[src/sv/sensor_frame_crc_checker_unit_defines.svh]
// ----------------------------------------------------------------------------
// Sensor frame CRC checker: assertion macros
// Shared concurrent-check helpers for the frame checker RTL.
// ----------------------------------------------------------------------------
`ifndef SENSOR_FRAME_CRC_CHECKER_UNIT_DEFINES_SVH
`define SENSOR_FRAME_CRC_CHECKER_UNIT_DEFINES_SVH

// Same-cycle implication, disabled during reset.
`define SFCC_ASSERT_NOW(lbl, clk, rst, ante, cons, msg) \
   lbl: assert property (@(posedge clk) disable iff (rst) (ante) |-> (cons)) \
      else $error(msg);

// Next-cycle implication, disabled during reset.
`define SFCC_ASSERT_NEXT(lbl, clk, rst, ante, cons, msg) \
   lbl: assert property (@(posedge clk) disable iff (rst) (ante) |=> (cons)) \
      else $error(msg);

`endif

[src/sv/sfcc_pkg.sv]
`timescale 1ns / 1ps
// ----------------------------------------------------------------------------
// Sensor frame CRC checker package
// Frame geometry, CRC-8 constants, status codes and item types.
// ----------------------------------------------------------------------------
package sfcc_pkg;

   localparam int BYTE_W = 8;
   localparam int WORD_W = 16;
   localparam int POS_W  = 4;
   localparam int STAT_W = 2;

   localparam int FRAME_BYTES = 9;
   localparam logic [POS_W-1:0] LAST_POS = POS_W'(FRAME_BYTES - 1);

   // CRC-8, poly 0x31, init 0xFF, no reflection, no final xor
   localparam logic [BYTE_W-1:0] CRC_INIT = 8'hFF;
   localparam logic [BYTE_W-1:0] CRC_POLY = 8'h31;

   typedef enum logic [STAT_W-1:0] {
      STATUS_OK         = 2'd0,
      STATUS_RX_ERR     = 2'd1,
      STATUS_CRC_ERR    = 2'd2,
      STATUS_ZERO_SCALE = 2'd3
   } status_type;

   typedef struct packed {
      logic        [BYTE_W-1:0] rx_byte;
      logic                     bus_error;
   } req_item_type;

   typedef struct packed {
      logic signed [WORD_W-1:0] pressure_ticks;
      logic signed [WORD_W-1:0] temp_ticks;
      logic signed [WORD_W-1:0] scale_word;
      logic        [STAT_W-1:0] status_code;
      logic                     frame_valid;
   } rsp_item_type;

   // Frame engine to top: result of consuming one byte
   typedef struct packed {
      logic         emit;
      rsp_item_type item;
   } frame_result_type;

endpackage

[src/sv/sfcc_req_if.sv]
`timescale 1ns / 1ps
// ----------------------------------------------------------------------------
// Sensor frame CRC checker: request channel
// Valid/ready channel carrying one received frame byte per transfer.
// ----------------------------------------------------------------------------
interface sfcc_req_if;
   logic                             valid;
   logic                             ready;
   logic [sfcc_pkg::BYTE_W-1:0]      rx_byte;
   logic                             bus_error;

   modport source (output valid, output rx_byte, output bus_error, input ready);
   modport sink   (input valid, input rx_byte, input bus_error, output ready);
endinterface

[src/sv/sfcc_rsp_if.sv]
`timescale 1ns / 1ps
// ----------------------------------------------------------------------------
// Sensor frame CRC checker: response channel
// Valid/ready channel carrying one checked frame result per transfer.
// ----------------------------------------------------------------------------
interface sfcc_rsp_if;
   logic                               valid;
   logic                               ready;
   logic signed [sfcc_pkg::WORD_W-1:0] pressure_ticks;
   logic signed [sfcc_pkg::WORD_W-1:0] temp_ticks;
   logic signed [sfcc_pkg::WORD_W-1:0] scale_word;
   logic        [sfcc_pkg::STAT_W-1:0] status_code;
   logic                               frame_valid;

   modport source (output valid, output pressure_ticks, output temp_ticks,
                   output scale_word, output status_code, output frame_valid,
                   input ready);
   modport sink   (input valid, input pressure_ticks, input temp_ticks,
                   input scale_word, input status_code, input frame_valid,
                   output ready);
endinterface

[src/sv/sfcc_crc8.sv]
`timescale 1ns / 1ps
// ----------------------------------------------------------------------------
// Sensor frame CRC checker: CRC-8 byte update
// One byte through the poly 0x31 shift register, unrolled over eight bits.
// ----------------------------------------------------------------------------
module sfcc_crc8 (
   input  logic [sfcc_pkg::BYTE_W-1:0] crc_in,
   input  logic [sfcc_pkg::BYTE_W-1:0] data_in,
   output logic [sfcc_pkg::BYTE_W-1:0] crc_out
);

   always_comb begin
      logic [sfcc_pkg::BYTE_W-1:0] c;
      c = crc_in ^ data_in;
      for (int i = 0; i < sfcc_pkg::BYTE_W; i++) begin
         if (c[sfcc_pkg::BYTE_W-1]) begin
            c = {c[sfcc_pkg::BYTE_W-2:0], 1'b0} ^ sfcc_pkg::CRC_POLY;
         end else begin
            c = {c[sfcc_pkg::BYTE_W-2:0], 1'b0};
         end
      end
      crc_out = c;
   end

endmodule

[src/sv/sfcc_frame.sv]
`timescale 1ns / 1ps
// ----------------------------------------------------------------------------
// Sensor frame CRC checker: frame engine
// Tracks byte position, running CRC and assembled words; builds the result.
// ----------------------------------------------------------------------------
module sfcc_frame (
   input  logic                         clock,
   input  logic                         reset,
   input  logic                         consume,
   input  sfcc_pkg::req_item_type       item,
   output sfcc_pkg::frame_result_type   result
);

   typedef enum logic [1:0] {
      SLOT_HIGH  = 2'd0,
      SLOT_LOW   = 2'd1,
      SLOT_CHECK = 2'd2
   } slot_type;

   logic [sfcc_pkg::POS_W-1:0]  pos_ff, pos_in, pos_eff;
   logic [sfcc_pkg::BYTE_W-1:0] crc_ff, crc_in;
   logic                        failed_ff, failed_in;
   logic [sfcc_pkg::BYTE_W-1:0] high_ff, high_in;
   logic [sfcc_pkg::WORD_W-1:0] press_ff, press_in;
   logic [sfcc_pkg::WORD_W-1:0] temp_ff, temp_in;
   logic [sfcc_pkg::WORD_W-1:0] scale_ff, scale_in;

   slot_type                    slot;
   logic [sfcc_pkg::BYTE_W-1:0] crc_seed, crc_next;
   logic [sfcc_pkg::WORD_W-1:0] word;
   logic                        last, fail;

   assign pos_eff = (pos_ff > sfcc_pkg::LAST_POS) ? sfcc_pkg::LAST_POS : pos_ff;

   always_comb begin
      case (pos_eff)
         4'd0, 4'd3, 4'd6: slot = SLOT_HIGH;
         4'd1, 4'd4, 4'd7: slot = SLOT_LOW;
         default:          slot = SLOT_CHECK;
      endcase
   end

   assign crc_seed = (slot == SLOT_HIGH) ? sfcc_pkg::CRC_INIT : crc_ff;
   assign word     = {high_ff, item.rx_byte};
   assign last     = (pos_eff == sfcc_pkg::LAST_POS);
   assign fail     = failed_ff | ((slot == SLOT_CHECK) && (crc_ff != item.rx_byte));

   sfcc_crc8 u_crc (
      .crc_in  (crc_seed),
      .data_in (item.rx_byte),
      .crc_out (crc_next)
   );

   // state update
   always_comb begin
      pos_in    = pos_ff;
      crc_in    = crc_ff;
      failed_in = failed_ff;
      high_in   = high_ff;
      press_in  = press_ff;
      temp_in   = temp_ff;
      scale_in  = scale_ff;
      if (consume) begin
         if (item.bus_error || last) begin
            pos_in    = '0;
            crc_in    = sfcc_pkg::CRC_INIT;
            failed_in = 1'b0;
         end else begin
            pos_in = pos_eff + 1'b1;
            case (slot)
               SLOT_HIGH: begin
                  high_in = item.rx_byte;
                  crc_in  = crc_next;
               end
               SLOT_LOW: begin
                  crc_in = crc_next;
                  if (pos_eff == 4'd1) begin
                     press_in = word;
                  end else if (pos_eff == 4'd4) begin
                     temp_in = word;
                  end else begin
                     scale_in = word;
                  end
               end
               default: begin
                  failed_in = fail;
                  crc_in    = sfcc_pkg::CRC_INIT;
               end
            endcase
         end
      end
   end

   // result build
   always_comb begin
      result.emit = item.bus_error | last;
      result.item.pressure_ticks = press_ff;
      result.item.temp_ticks     = temp_ff;
      result.item.scale_word     = scale_ff;
      if (item.bus_error) begin
         result.item.pressure_ticks = '0;
         result.item.temp_ticks     = '0;
         result.item.scale_word     = '0;
         result.item.status_code    = sfcc_pkg::STATUS_RX_ERR;
      end else if (fail) begin
         result.item.pressure_ticks = '0;
         result.item.temp_ticks     = '0;
         result.item.scale_word     = '0;
         result.item.status_code    = sfcc_pkg::STATUS_CRC_ERR;
      end else if (scale_ff == '0) begin
         result.item.status_code    = sfcc_pkg::STATUS_ZERO_SCALE;
      end else begin
         result.item.status_code    = sfcc_pkg::STATUS_OK;
      end
      result.item.frame_valid = (result.item.status_code == sfcc_pkg::STATUS_OK);
   end

   always_ff @(posedge clock) begin
      if (reset) begin
         pos_ff    <= '0;
         crc_ff    <= sfcc_pkg::CRC_INIT;
         failed_ff <= 1'b0;
      end else begin
         pos_ff    <= pos_in;
         crc_ff    <= crc_in;
         failed_ff <= failed_in;
      end
   end

   // word holds are always written within a frame before they are read
   always_ff @(posedge clock) begin
      high_ff  <= high_in;
      press_ff <= press_in;
      temp_ff  <= temp_in;
      scale_ff <= scale_in;
   end

endmodule

[src/sv/sensor_frame_crc_checker_unit.sv]
`timescale 1ns / 1ps
// ----------------------------------------------------------------------------
// Sensor frame CRC checker unit
// Checks nine-byte, three-word sensor frames with a CRC-8 on every word.
// ----------------------------------------------------------------------------
// Feed received bytes on req_if, one per transfer, in wire order. Each frame
// is three words (pressure, temperature, scale), each two big-endian bytes
// followed by a CRC-8 byte (poly 0x31, init 0xFF). One result comes out on
// rsp_if after the ninth byte, or right away for a byte flagged bus_error,
// which also aborts the frame. Words read zero on a bus or CRC error; a zero
// scale is flagged but the words still come through. The block takes one
// byte per clock while nothing is held: bytes land in an input register,
// and the frame engine (one unrolled CRC byte step plus compares) writes
// the result register that drives rsp valid when a frame ends. A byte
// that ends a frame (the ninth, or one flagged bus_error) waits in the input
// register only while the result register is full and not being taken;
// other bytes never stall on their own.
// ----------------------------------------------------------------------------
`include "sensor_frame_crc_checker_unit_defines.svh"

module sensor_frame_crc_checker_unit (
   input  logic        clock,
   input  logic        reset,
   sfcc_req_if.sink    req_if,
   sfcc_rsp_if.source  rsp_if
);

   // input register
   logic                       s1_valid_ff, s1_valid_in;
   sfcc_pkg::req_item_type     s1_item_ff, s1_item_in;

   // result register
   logic                       out_valid_ff, out_valid_in;
   sfcc_pkg::rsp_item_type     out_item_ff, out_item_in;

   sfcc_pkg::frame_result_type frame_res;
   logic                       s1_advance;
   logic                       out_free;

   // result slot is usable if empty or drained this cycle
   assign out_free   = !out_valid_ff || rsp_if.ready;
   // bytes that finish nothing always advance; frame ends need a free slot
   assign s1_advance = s1_valid_ff && (!frame_res.emit || out_free);

   assign req_if.ready = !s1_valid_ff || s1_advance;

   sfcc_frame u_frame (
      .clock   (clock),
      .reset   (reset),
      .consume (s1_advance),
      .item    (s1_item_ff),
      .result  (frame_res)
   );

   always_comb begin
      s1_valid_in = s1_valid_ff;
      s1_item_in  = s1_item_ff;
      if (req_if.valid && req_if.ready) begin
         s1_valid_in         = 1'b1;
         s1_item_in.rx_byte   = req_if.rx_byte;
         s1_item_in.bus_error = req_if.bus_error;
      end else if (s1_advance) begin
         s1_valid_in = 1'b0;
      end
   end

   always_comb begin
      out_valid_in = out_valid_ff;
      out_item_in  = out_item_ff;
      if (s1_advance && frame_res.emit) begin
         out_valid_in = 1'b1;
         out_item_in  = frame_res.item;
      end else if (rsp_if.ready) begin
         out_valid_in = 1'b0;
      end
   end

   always_ff @(posedge clock) begin
      if (reset) begin
         s1_valid_ff  <= 1'b0;
         out_valid_ff <= 1'b0;
      end else begin
         s1_valid_ff  <= s1_valid_in;
         out_valid_ff <= out_valid_in;
      end
   end

   always_ff @(posedge clock) begin
      s1_item_ff  <= s1_item_in;
      out_item_ff <= out_item_in;
   end

   assign rsp_if.valid          = out_valid_ff;
   assign rsp_if.pressure_ticks = out_item_ff.pressure_ticks;
   assign rsp_if.temp_ticks     = out_item_ff.temp_ticks;
   assign rsp_if.scale_word     = out_item_ff.scale_word;
   assign rsp_if.status_code    = out_item_ff.status_code;
   assign rsp_if.frame_valid    = out_item_ff.frame_valid;

   // ---------------------------------------------------------------------
   // checks
   // ---------------------------------------------------------------------
   // a bus-error byte taken by the engine shows up as a receive error next
   `SFCC_ASSERT_NEXT(a_bus_err_reported, clock, reset,
      s1_advance && s1_item_ff.bus_error,
      out_valid_ff && (out_item_ff.status_code == sfcc_pkg::STATUS_RX_ERR),
      "bus error transfer not reported as receive error")
   // CRC failures never leak data words
   `SFCC_ASSERT_NOW(a_crc_err_zero, clock, reset,
      rsp_if.valid && (rsp_if.status_code == sfcc_pkg::STATUS_CRC_ERR),
      (rsp_if.pressure_ticks == '0) && (rsp_if.temp_ticks == '0)
         && (rsp_if.scale_word == '0),
      "CRC mismatch result carries nonzero words")
   // backpressure on req only comes from a held byte in the input register
   `SFCC_ASSERT_NOW(a_stall_source, clock, reset,
      !req_if.ready,
      s1_valid_ff && frame_res.emit && out_valid_ff && !rsp_if.ready,
      "request stalled without a blocked frame end")
   // valid flag tracks status
   `SFCC_ASSERT_NOW(a_valid_flag, clock, reset,
      rsp_if.valid,
      rsp_if.frame_valid == (rsp_if.status_code == sfcc_pkg::STATUS_OK),
      "frame_valid disagrees with status_code")

endmodule
[src/flat_wrapper.sv]
// flat-port wrapper written by rule: the top's interface ports become plain ports
module sensor_frame_crc_checker_unit_flat 
  (clock, reset, req_if_valid, req_if_rx_byte, req_if_bus_error, req_if_ready, rsp_if_valid, rsp_if_pressure_ticks, rsp_if_temp_ticks, rsp_if_scale_word, rsp_if_status_code, rsp_if_frame_valid, rsp_if_ready);
  sfcc_req_if req_if_i ();
  sfcc_rsp_if rsp_if_i ();
  input  logic clock;
  input  logic reset;
  input wire logic [$bits(req_if_i.valid)-1:0] req_if_valid;
  input wire logic [$bits(req_if_i.rx_byte)-1:0] req_if_rx_byte;
  input wire logic [$bits(req_if_i.bus_error)-1:0] req_if_bus_error;
  output wire logic [$bits(req_if_i.ready)-1:0] req_if_ready;
  output wire logic [$bits(rsp_if_i.valid)-1:0] rsp_if_valid;
  output wire logic [$bits(rsp_if_i.pressure_ticks)-1:0] rsp_if_pressure_ticks;
  output wire logic [$bits(rsp_if_i.temp_ticks)-1:0] rsp_if_temp_ticks;
  output wire logic [$bits(rsp_if_i.scale_word)-1:0] rsp_if_scale_word;
  output wire logic [$bits(rsp_if_i.status_code)-1:0] rsp_if_status_code;
  output wire logic [$bits(rsp_if_i.frame_valid)-1:0] rsp_if_frame_valid;
  input wire logic [$bits(rsp_if_i.ready)-1:0] rsp_if_ready;
  assign req_if_i.valid = req_if_valid;
  assign req_if_i.rx_byte = req_if_rx_byte;
  assign req_if_i.bus_error = req_if_bus_error;
  assign req_if_ready = req_if_i.ready;
  assign rsp_if_valid = rsp_if_i.valid;
  assign rsp_if_pressure_ticks = rsp_if_i.pressure_ticks;
  assign rsp_if_temp_ticks = rsp_if_i.temp_ticks;
  assign rsp_if_scale_word = rsp_if_i.scale_word;
  assign rsp_if_status_code = rsp_if_i.status_code;
  assign rsp_if_frame_valid = rsp_if_i.frame_valid;
  assign rsp_if_i.ready = rsp_if_ready;
  sensor_frame_crc_checker_unit u_core (.clock(clock), .reset(reset), .req_if(req_if_i), .rsp_if(rsp_if_i));
endmodule
[config.mk]
export PLATFORM = sky130hd
export DESIGN_NAME = sensor_frame_crc_checker_unit_flat
export DESIGN_NICKNAME = d
export VERILOG_FILES = /design/src/sv/sfcc_pkg.sv /design/src/sv/sfcc_req_if.sv /design/src/sv/sfcc_rsp_if.sv /design/src/sv/sfcc_crc8.sv /design/src/sv/sfcc_frame.sv /design/src/sv/sensor_frame_crc_checker_unit.sv /design/src/flat_wrapper.sv
export VERILOG_INCLUDE_DIRS = /design/src /design/src/sv
export SDC_FILE = /design/constraint.sdc
export NUM_CORES = 1
export LEC_CHECK = 0
export ABC_AREA = 1
export BUFFER_PORTS_ARGS = -buffer_cell sky130_fd_sc_hd__buf_2
export CAP_MARGIN = 20
export CELL_PAD_IN_SITES_DETAIL_PLACEMENT = 2
export CELL_PAD_IN_SITES_GLOBAL_PLACEMENT = 2
export CORE_MARGIN = 5
export CORE_UTILIZATION = 38
export CTS_CLUSTER_SIZE = 14
export DETAILED_ROUTE_END_ITERATION = 6
export HOLD_SLACK_MARGIN = 0.05
export PLACE_DENSITY_LB_ADDON = 0.25
export SYNTH_ARGS = -nofsm -noshare
export SYNTH_HDL_FRONTEND = slang
export SYNTH_SLANG_ARGS = --single-unit
[constraint.sdc]
create_clock -name clock -period 3 [get_ports clock]
set_input_delay 0.45 -clock clock [delete_from_list [all_inputs] [get_ports clock]]
set_output_delay 0.45 -clock clock [all_outputs]
set_load 0.02 [all_outputs]
==> reports/results.txt <==
Status = completed
RD Place Congestion = 0.852
Antenna violations before repair = 0
Synth Instances = 441
Mapped Area = 5190 um^2
Buffers added on ports = 65
WS Path Type = register to register
Clock Root Buffer = clkbuf_16
Initial DRC Count = 242
Worst skew pair latency = 0.42 ns
Num CTS Buffers = 17
Power consumption = 4.29 mW
Clock transition at path regs = 0.06 ns
Post-synth top cells = edfxtp_1, inv_1, nor2_1
CP Capture Type = register
Clock Path Buffers = 2
Hold EP = u_core.s1_item_ff[2]
Reg2reg start = u_core.u_frame.pos_ff[1]
Die area = 16,100 um^2
Critical Path AT = 3.03 ns
LEAKAGE = 2.68 nW
Peak VDD IR = 0.411 mV
Layout net count = 540
Min-Delay Path Depth = 1
Initial core utilization = 38.9%
Synth top area share = 67.1%
First-pass GRT wire length = 24.6 mm
Vias in the first global route = 4,062
Area grow syn2layout = 21.6%
Endpoints failing hold = 0
Unrepaired setup endpoints after global routing = no
Pwr/cell area = 679 nW/um^2
R2R Path End = u_core.u_frame.crc_ff[5]
Period utilization = 90.8%
Clock Skew = 0.0113 ns
Share of layout cells above drive strength 1 = 23.2%
Net Count, Synth = 456
Chip width = 127 um
Core Area = 13,300 um^2
Worst-Margin Slew = 0.479 ns
Synth Warn # = 0
# clock sinks = 131
Setup crit start = u_core.u_frame.pos_ff[1]
# diodes = 0
Yosys reg bits = 131
Post-CTS Setup Repair Bufs = 0
EDFF count, synth = 116
Gr ovfl total = 0
DR vias = 3,529
Syn_area_per_cell = 11.8 um^2
H-tree Lvls = 4
Most numerous cell in the Yosys netlist = edfxtp_1
Flop2flop setup slack = 0.28 ns
DIE HEIGHT = 127 um
Avg WL per Cell = 22.5 um
I/O pins = 66
Synth area leaders = edfxtp_1, inv_1, dfxtp_1
Max Slew Vio Count = 0
Hold Startpoint = req_if_rx_byte[1]
Fraction of registers with async set/reset = 0%
Worst min path class = primary input to register
Drt first pass iters = 4
Post_cts resized = 0
Largest net degree at the start of global routing = 53
Dominant synthesized flop cell = edfxtp_1
Yosys cell types = 33
Post-DP HPWL = 10.5 mm
R2R depth = 20
Total track usage = 21.0%
WL final = 16.0 mm
Vias per cell = 4.94
Required time of the worst setup path = 3.31 ns
Upper clock frequency limit = 367 MHz
Worst Setup Start Kind = register
CTS tree = yes
Cell taking the most area after synthesis = edfxtp_1
Final TNS setup = 0 ns
Row Count = 42
CP max FO = 12
Post-CTS Hold Fix Bufs = 0
Sequential area share after synthesis = 72.8%
Min Tclk post-route = 2.72 ns
Slew headroom = 67.2%
DR DRC count = 0
Routed Antenna Nets = 0
Max-cap viol count = 0
Final Setup Violations = 0
[cells by family (layout without fill, tap and decap cells)]
logic type / after synthesis / in the layout / synth area share, %
DFF: 131 / 131 / 72.8
and+or+nand+nor: 175 / 175 / 14.7
AOI/OAI and AO/OA: 34 / 34 / 3.71
buffers and inverters: 93 / 190 / 6.94
adders and majority gates: 2 / 2 / 0.482
xor gates and xnor gates: 6 / 6 / 1.30
[layout make-up]
class                   instances  area (um^2)
fillers                      1385         7030
flip-flops and latches        131         3790
multi-input cells             217         1060
clock buffers                  18          429
repair buffers                 72          397
inverters                      86          323
well taps                     176          220
clock inverters                14         96.3
[routing by layer]
layer / track usage [%] / wire (um)
met1: 23.7 / 6220
met2: 38.6 / 8650
met3: 4.88 / 775
met4: 7.57 / 380
met5: 0 / 0
[flip-flops by register name (all words and copies together) (netlist names)]
register                      count
u_core.u_frame.failed_ff          1
u_core.rsp_if.frame_valid         1
u_core.rsp_if.status_code         2
u_core.u_frame.high_ff            8
u_core.s1_valid_ff                1
u_core.u_frame.temp_ff           16
u_core.rsp_if.temp_ticks         16
u_core.u_frame.pos_ff             4
u_core.u_frame.press_ff          16
u_core.s1_item_ff                 9
u_core.rsp_if.valid               1
u_core.rsp_if.scale_word         16
u_core.u_frame.crc_ff             8
u_core.u_frame.scale_ff          16
u_core.rsp_if.pressure_ticks     16
[how the worst max path moves through the flow]
stage                                           end  slack (ns)  cells past startpoint
finish                     u_core.u_frame.crc_ff[5]        0.28                     20
global route               u_core.u_frame.crc_ff[5]        0.02                     18
CTS                     u_core.rsp_if.temp_ticks[0]        0.02                     13
detailed placement      u_core.rsp_if.temp_ticks[4]        0.11                     13
global placement    u_core.rsp_if.pressure_ticks[0]        0.33                     13
floorplan                 u_core.rsp_if.frame_valid        0.62                      5
[where the power goes]
group          total [mW]  internal (mW)  switching (mW)
Sequential           2.07           2.03          0.0412
Combinational       0.336         0.0929           0.243
Clock                1.88           1.11           0.768
[placed cells by master (no fill, tap or decap), types with 2 or more instances in the layout]
cell	n
edfxtp_1	116
o21ai_1	4
buf_2	65
clkbuf_16	17
xor2_2	2
nand3_2	2
nand3_1	21
dfxtp_1	13
dfxtp_2	2
ha_1	2
nand4_1	6
inv_2	6
nor2_1	65
xnor2_1	3
buf_4	5
clkinvlp_4	4
nand2_2	9
o21ai_0	7
inv_1	80
a21oi_1	16
nand2_1	62
clkinv_1	7
nor4_1	4
clkinv_2	2
[per-stage QoR]
stage / area [um^2] / setup slack [ns] / cells / hold WS [ns] / utilization (%)
2_1_floorplan: 5190 / 0.621 / 441 / 0.440 / -
3_3_place_gp: 5770 / 0.327 / 682 / 0.449 / 43.2
3_5_place_dp: 5770 / 0.107 / 682 / 0.477 / 43.2
4_1_cts: 6290 / 0.0240 / 714 / 0.194 / 47.2
5_1_grt: 6310 / 0.0160 / 714 / 0.195 / 47.3
6_report: 6310 / 0.276 / 714 / 0.205 / 47.3
[worst max-delay path, cell delays in order (launching register included)]
cell and delay (ns):
dfxtp_1 0.43, inv_1 0.14, nor2_1 0.19, inv_1 0.07, ha_1 0.20, nand2_1 0.10, nand2_2 0.09, nor2_4 0.19
nand2_4 0.15, nand2_1 0.14, nand2_1 0.15, inv_2 0.10, nand2_2 0.08, nand2_2 0.09, nand2_1 0.07, nand2_1 0.11
nand2_1 0.06, nand2_1 0.08, nand2_1 0.06, nand3_1 0.07, nand2_1 0.05
Note: power is estimated with default switching activity, not from simulation.
